[src/sv/bss_pkg.sv]
// Package for the beta-spline segment evaluator: widths, constants and
// shared types. No dependencies.
package bss_pkg;

    localparam int POINT_BITS = 24;
    localparam int FRAC_BITS  = 16;
    localparam int IN_Q       = 16;
    localparam int U_W        = IN_Q + 1;
    localparam int T_W        = IN_Q + 1;
    localparam int OUT_BITS   = 40;

    localparam int L_W  = POINT_BITS + 6;
    localparam int PR_W = L_W + T_W;
    localparam int C_W  = PR_W + 1;

    localparam int N_CHUNK = 3;
    localparam int A_RAW   = C_W + 3 * U_W + 3;
    localparam int CH_W    = (A_RAW + N_CHUNK - 1) / N_CHUNK;
    localparam int A_W     = N_CHUNK * CH_W;
    localparam int PP_W    = CH_W + U_W;

    localparam int SH  = 4 * IN_Q - FRAC_BITS;
    localparam int S_W = A_W - SH;
    localparam int E_W = ((S_W > OUT_BITS + 4) ? S_W : OUT_BITS + 4) + 1;

    localparam int W_W   = OUT_BITS + 2;
    localparam int DIV_K = W_W + 2;
    localparam int M_W   = DIV_K - 1;
    localparam int W_LO  = W_W / 2;
    localparam int W_HI  = W_W - W_LO;
    localparam int M_LO  = M_W / 2;
    localparam int M_HI  = M_W - M_LO;
    localparam int PLL_W = W_LO + M_LO;
    localparam int PLH_W = W_LO + M_HI;
    localparam int PHL_W = W_HI + M_LO;
    localparam int PHH_W = W_HI + M_HI;
    localparam int P_W   = W_W + M_W;

    localparam int NSTG = 12;

    localparam logic [M_W-1:0] DIV3_M = M_W'(((64'd1 << DIV_K) + 64'd2) / 64'd3);
    localparam logic signed [E_W-1:0] OFF_V = E_W'(64'sd3 <<< OUT_BITS);
    localparam logic signed [E_W-1:0] LIM_V = E_W'(64'sd3 <<< (OUT_BITS + 1));
    localparam logic [T_W-1:0] TENSION_RST = T_W'(64'd1 << IN_Q);
    localparam logic signed [OUT_BITS-1:0] OUT_MAX = {1'b0, {(OUT_BITS - 1){1'b1}}};
    localparam logic signed [OUT_BITS-1:0] OUT_MIN = {1'b1, {(OUT_BITS - 1){1'b0}}};

    typedef logic signed [C_W-1:0] bss_coef_t;

    typedef struct packed {
        logic lin;
        logic prod;
        logic coef;
    } bss_coef_ld_t;

    typedef struct packed {
        logic pp;
        logic sum;
    } bss_step_ld_t;

endpackage

[src/sv/bss_horner_step.sv]
// One Horner step, acc * u + addend modulo 2^A_W, over two register stages:
// chunked partial products, then their sum. Depends on bss_pkg.
module bss_horner_step import bss_pkg::*;
(
    input  logic             clk,
    input  bss_step_ld_t     ld,
    input  logic [A_W-1:0]   acc_in,
    input  logic [U_W-1:0]   u_in,
    input  logic [A_W-1:0]   add_in,
    output logic [A_W-1:0]   acc_out
);

    logic [PP_W-1:0] pp_next [N_CHUNK];
    logic [PP_W-1:0] pp_reg  [N_CHUNK];
    logic [A_W-1:0]  add_reg;
    logic [A_W-1:0]  acc_next;
    logic [A_W-1:0]  acc_reg;

    always_comb
    begin
        for (int j = 0; j < N_CHUNK; j++)
        begin
            pp_next[j] = PP_W'(acc_in[j * CH_W +: CH_W]) * PP_W'(u_in);
        end
    end

    always_comb
    begin
        acc_next = add_reg;
        for (int j = 0; j < N_CHUNK; j++)
        begin
            acc_next = acc_next + (A_W'(pp_reg[j]) << (j * CH_W));
        end
    end

    always_ff @(posedge clk)
    begin
        if (ld.pp)
        begin
            for (int j = 0; j < N_CHUNK; j++)
            begin
                pp_reg[j] <= pp_next[j];
            end
            add_reg <= add_in;
        end
        if (ld.sum)
        begin
            acc_reg <= acc_next;
        end
    end

    assign acc_out = acc_reg;

endmodule

[config.mk]
export PLATFORM = sky130hd
export DESIGN_NAME = bss_horner_step
export DESIGN_NICKNAME = d
export VERILOG_FILES = /design/src/sv/bss_pkg.sv /design/src/sv/bss_horner_step.sv
export SDC_FILE = /design/constraint.sdc
export NUM_CORES = 2
export LEC_CHECK = 0
export BUFFER_PORTS_ARGS = -buffer_cell sky130_fd_sc_hd__buf_2
export CAP_MARGIN = 5
export CORE_ASPECT_RATIO = 1.75
export CORE_MARGIN = 4
export CORE_UTILIZATION = 56
export CTS_CLUSTER_SIZE = 25
export DETAILED_ROUTE_END_ITERATION = 8
export PLACE_DENSITY = 0.77
export SLEW_MARGIN = 20
export SYNTH_ARGS = -nofsm -noshare
export SYNTH_HDL_FRONTEND = slang
export SYNTH_SLANG_ARGS = --single-unit
[constraint.sdc]
create_clock -name clk -period 7.25 [get_ports clk]
set_clock_uncertainty 0.05 [all_clocks]
set_input_delay 0.3625 -clock clk [delete_from_list [all_inputs] [get_ports clk]]
set_output_delay 0.3625 -clock clk [all_outputs]
set_load 0.02 [all_outputs]
Word-level counts from Yosys, hierarchy flattened --
Memory sizes are Yosys's and may differ from the RTL's. Index checks and enable logic that the tools add are counted.
Operators by class: $mul 3, add/sub/neg operators 3, multiplexer cells 2
Operator list (count):
- 34-bit by 17-bit multiplier with 51-bit output | 3
- 102-bit adder | 1
- 102-bit by 51-bit adder with 102-bit output | 1
- 102-bit by 85-bit adder with 102-bit output | 1
- 1-bit 2-to-1 mux | 2
Storage, ports and cells: flip-flop bits (word level) 204, bits in writable memories 153, bits of input ports 224, word-level logic and storage cells 11, output and inout port bits 102, memories 1
Memories:
- pp_reg | words 3, bits a word 51, rd ports 3, clocked after memory_dff 0, wr ports 3, line bss_horner_step.sv:14 | logic [PP_W-1:0] pp_reg [N_CHUNK];

Depth between registers and ports, before layout --
depth in word-level cells 3, depth in mapped cells 28, mapped depth without buffers 25

Worst setup path after synthesis --
OpenSTA, ideal clock, no wires.
kind input-to-reg, start input u_in[2], end memory pp_reg[0][97] (netlist bit), data pin, buffers on the path 3, stages 25, required time 6.938 ns, data arrival time 6.588 ns, setup slack 0.349 ns, setup time 0.262 ns, path through clkbuf_1 > clkbuf_1 > clkbuf_1 > nand2_1 > fa_1 > fa_1 > fa_1 > inv_1 > fa_1 > fa_1 > inv_1 > fa_1 > inv_1 > ha_1 > a21o_1 > a21o_1 > a21o_1 > a21o_1 > a211o_1 > a21oi_1 > o211ai_1 > a21o_1 > a221oi_1 > o21bai_1 > xor2_1
RTL lines:
- start, declared | line bss_horner_step.sv:8 | input logic [U_W-1:0] u_in,
- end, declared | line bss_horner_step.sv:14

==> flow_summary.ini <==
[clocking]
cts_buffers = 37
cts.sinks = 340
clk_pin_slew_ns = 0.06
insertion_delay_ns = 0.59
holdBufCountCts = 102
cts_setup_buffers = 0
root_buffer = clkbuf_16
clk_path_buf_depth = 3
cts.htree.levels = 2
cts.repair.resized = 0
cts_tree = yes

[layout]
multi_input_area_um2 = 49700
fill_cells = 9839
final_cell_mix = inv_1 (1575), fa_1 (1342), nand2_1 (1183)
finish.net_count = 9499
regArea_um2 = 10200
area_delta_synth_final_pct = 9.56
final_layout_size_suffix_gt1_share_pct = 8.68
largest_reg_flops = 136
post-route-cell-area_um2 = 73500
final_common_cell = inv_1

[die]
fp.dieW_um = 270
core_um2 = 119000
rows = 167
die_h_um = 466
dieArea_um2 = 126000
start_util_pct = 56.5
io_pins = 326

[routing]
via_per_inst = 5.74
vias = 51700
drt-total-wl_um = 199000
firstDrtPassIters = 8
drtIter0Drc = 3758
detail_route.wl_per_cell_um = 22.0
drtAntennaViolNets = 0
route.detailed.drc = 0

[sta]
setup_viol = 0
whs_ns = 0.242
worst_pin_slew_ns = 0.961
rsz0062_at_grt = false
max_clock_freq_mhz = 148
setup_tns_ns = 0
fin_crit_ns = 6.73
fin_crit_sh_pct = 92.9
max-slew-margin-rel_pct = 35.9
hold_viol = 0
slew_viol_final = 0

[worst_setup_path]
cp-endpoint = pp_reg[0][97]
endpoint_kind = flop
regToRegEndpoint = acc_out[97]
worstPathRequired_ns = 7.53
rr_worst_depth = 12
startpoint_type = primary input
rrSetupSlack_ns = 2.40
worstSetupPathType = in2reg
critPathLaunch = u_in[7]
critPathMaxFanout = 19
critPathArrivalTime_ns = 7.02
r2r_start = pp_reg[0][64]

[synthesis]
ys_ff_latch = 340
synth_warnings = 0
postSynthAreaPerCell_um2 = 9.45
netlist_instances = 7104
ys_seq_area_share_pct = 15.2
syn-cell-area_um2 = 67100
synth_cell_type_count = 97
async_reset_ff_share_pct = 0
synthesis.nets = 9156
yosys-top-cells-area = fa_1 (40%), edfxtp_1 (15%), ha_1 (9.1%)
synth_edf_count = 340
yosys.area.top_type = fa_1
synth_top_area_share_pct = 40.0
synthFlopType = edfxtp_1

[global_routing]
gr-total-overflow = 0
grt_pass1_wl_um = 311000
grt_usage_pct = 32.1
grt_pass1_vias = 57700
grt_max_degree = 89
antenna_found_initial = 17

[place]
routabilityCongestion = 0.970
dp_hpwl_um = 163000
io_buffers = 325
placed_cell_area_um2 = 71200

[worst_hold_path]
hp-class = in2reg

[job]
cap_violations = 0

[run_status]
status = complete, no violations
==> per-stage QoR <==
stage / utilization (%) / instances / worst slack [ns]
floorplan: - / 7104 / 0.349
global placement: 60.0 / 8826 / 0.151
detailed placement: 60.0 / 8826 / 0.0105
CTS: 61.9 / 8993 / 0.641
global route: 61.9 / 8995 / 0.286
finish: 62.0 / 9008 / 0.515
==> synthesized netlist by cell type, types with 7 or more instances <==
library cell	instances
inv_1	1575
fa_1	1342
nand2_1	1183
and2_1	553
ha_1	486
edfxtp_1	340
clkbuf_1	310
a21oi_1	220
xnor2_1	166
a21o_1	149
nor2_1	95
o21ai_0	83
xor2_1	81
nand4_1	48
nand3_1	42
o21bai_1	38
o21a_1	34
nor3_1	31
o21ai_1	28
nand2b_1	26
and3_1	22
nor2b_1	22
a211oi_1	13
a31oi_1	13
o211ai_1	13
and4_1	12
o31ai_1	10
a221oi_1	9
buf_2	9
nor4_1	9
a21boi_0	7
a21oi_2	7
==> worst min path at each step <==
stage                          start          end  slack [ns]  cells after the start
final                          ld[1]  add_reg[60]        0.24                      1
after global routing           ld[1]  add_reg[60]        0.26                      1
after CTS                      ld[1]  add_reg[57]        0.23                      1
after detailed placement  add_in[92]  add_reg[92]        0.49                      1
after global placement    add_in[92]  add_reg[92]        0.49                      1
after floorplan            add_in[0]   add_reg[0]        0.41                      0
==> layout make-up <==
cell class	instances	area share [%]
multi-input cells	4858	67.6
flip-flops and latches	340	13.9
inverters	1575	8.04
repair buffers	635	6.19
well taps	1521	2.59
clock buffers	40	1.27
clock inverters	25	0.410
diodes	14	0.0476
==> critical path, stage by stage <==
cell      delay [ns]
buf_2           0.43
buf_4           0.34
and2_1          0.20
fa_1            0.46
fa_1            0.45
ha_1            0.21
fa_1            0.52
fa_1            0.56
inv_1           0.05
fa_1            0.63
inv_1           0.08
ha_1            0.34
o21a_1          0.13
o21a_1          0.16
o21ai_0         0.17
nand2b_1        0.14
buf_4           0.18
and4_1          0.17
o31ai_1         0.32
o211ai_1        0.23
a21o_1          0.27
a221oi_1        0.31
o21bai_1        0.11
xor2_1          0.15
==> logic make-up after synthesis <==
group                    after synthesis  synth area share (%)
XOR/XNOR                             247                  3.22
adder cells (fa/ha/maj)             1828                  49.1
buffers and inverters               1906                  10.8
flip-flops                           340                  15.2
AO/OA/AOI/OAI                        711                  7.13
AND/OR/NAND/NOR                     2072                  14.6
==> per-layer routing <==
metal | vias to the layer above | track usage, % | routed length (um)
li1 | 22200 | - | -
met1 | 25700 | 33.1 | 62800
met2 | 2711 | 58.0 | 101000
met3 | 1002 | 4.92 | 14300
met4 | 8 | 25.3 | 19900
met5 | - | 0.610 | 130
Power is not shown: default switching activity piles up to over one toggle a cycle in this logic, so the estimate is an artifact.
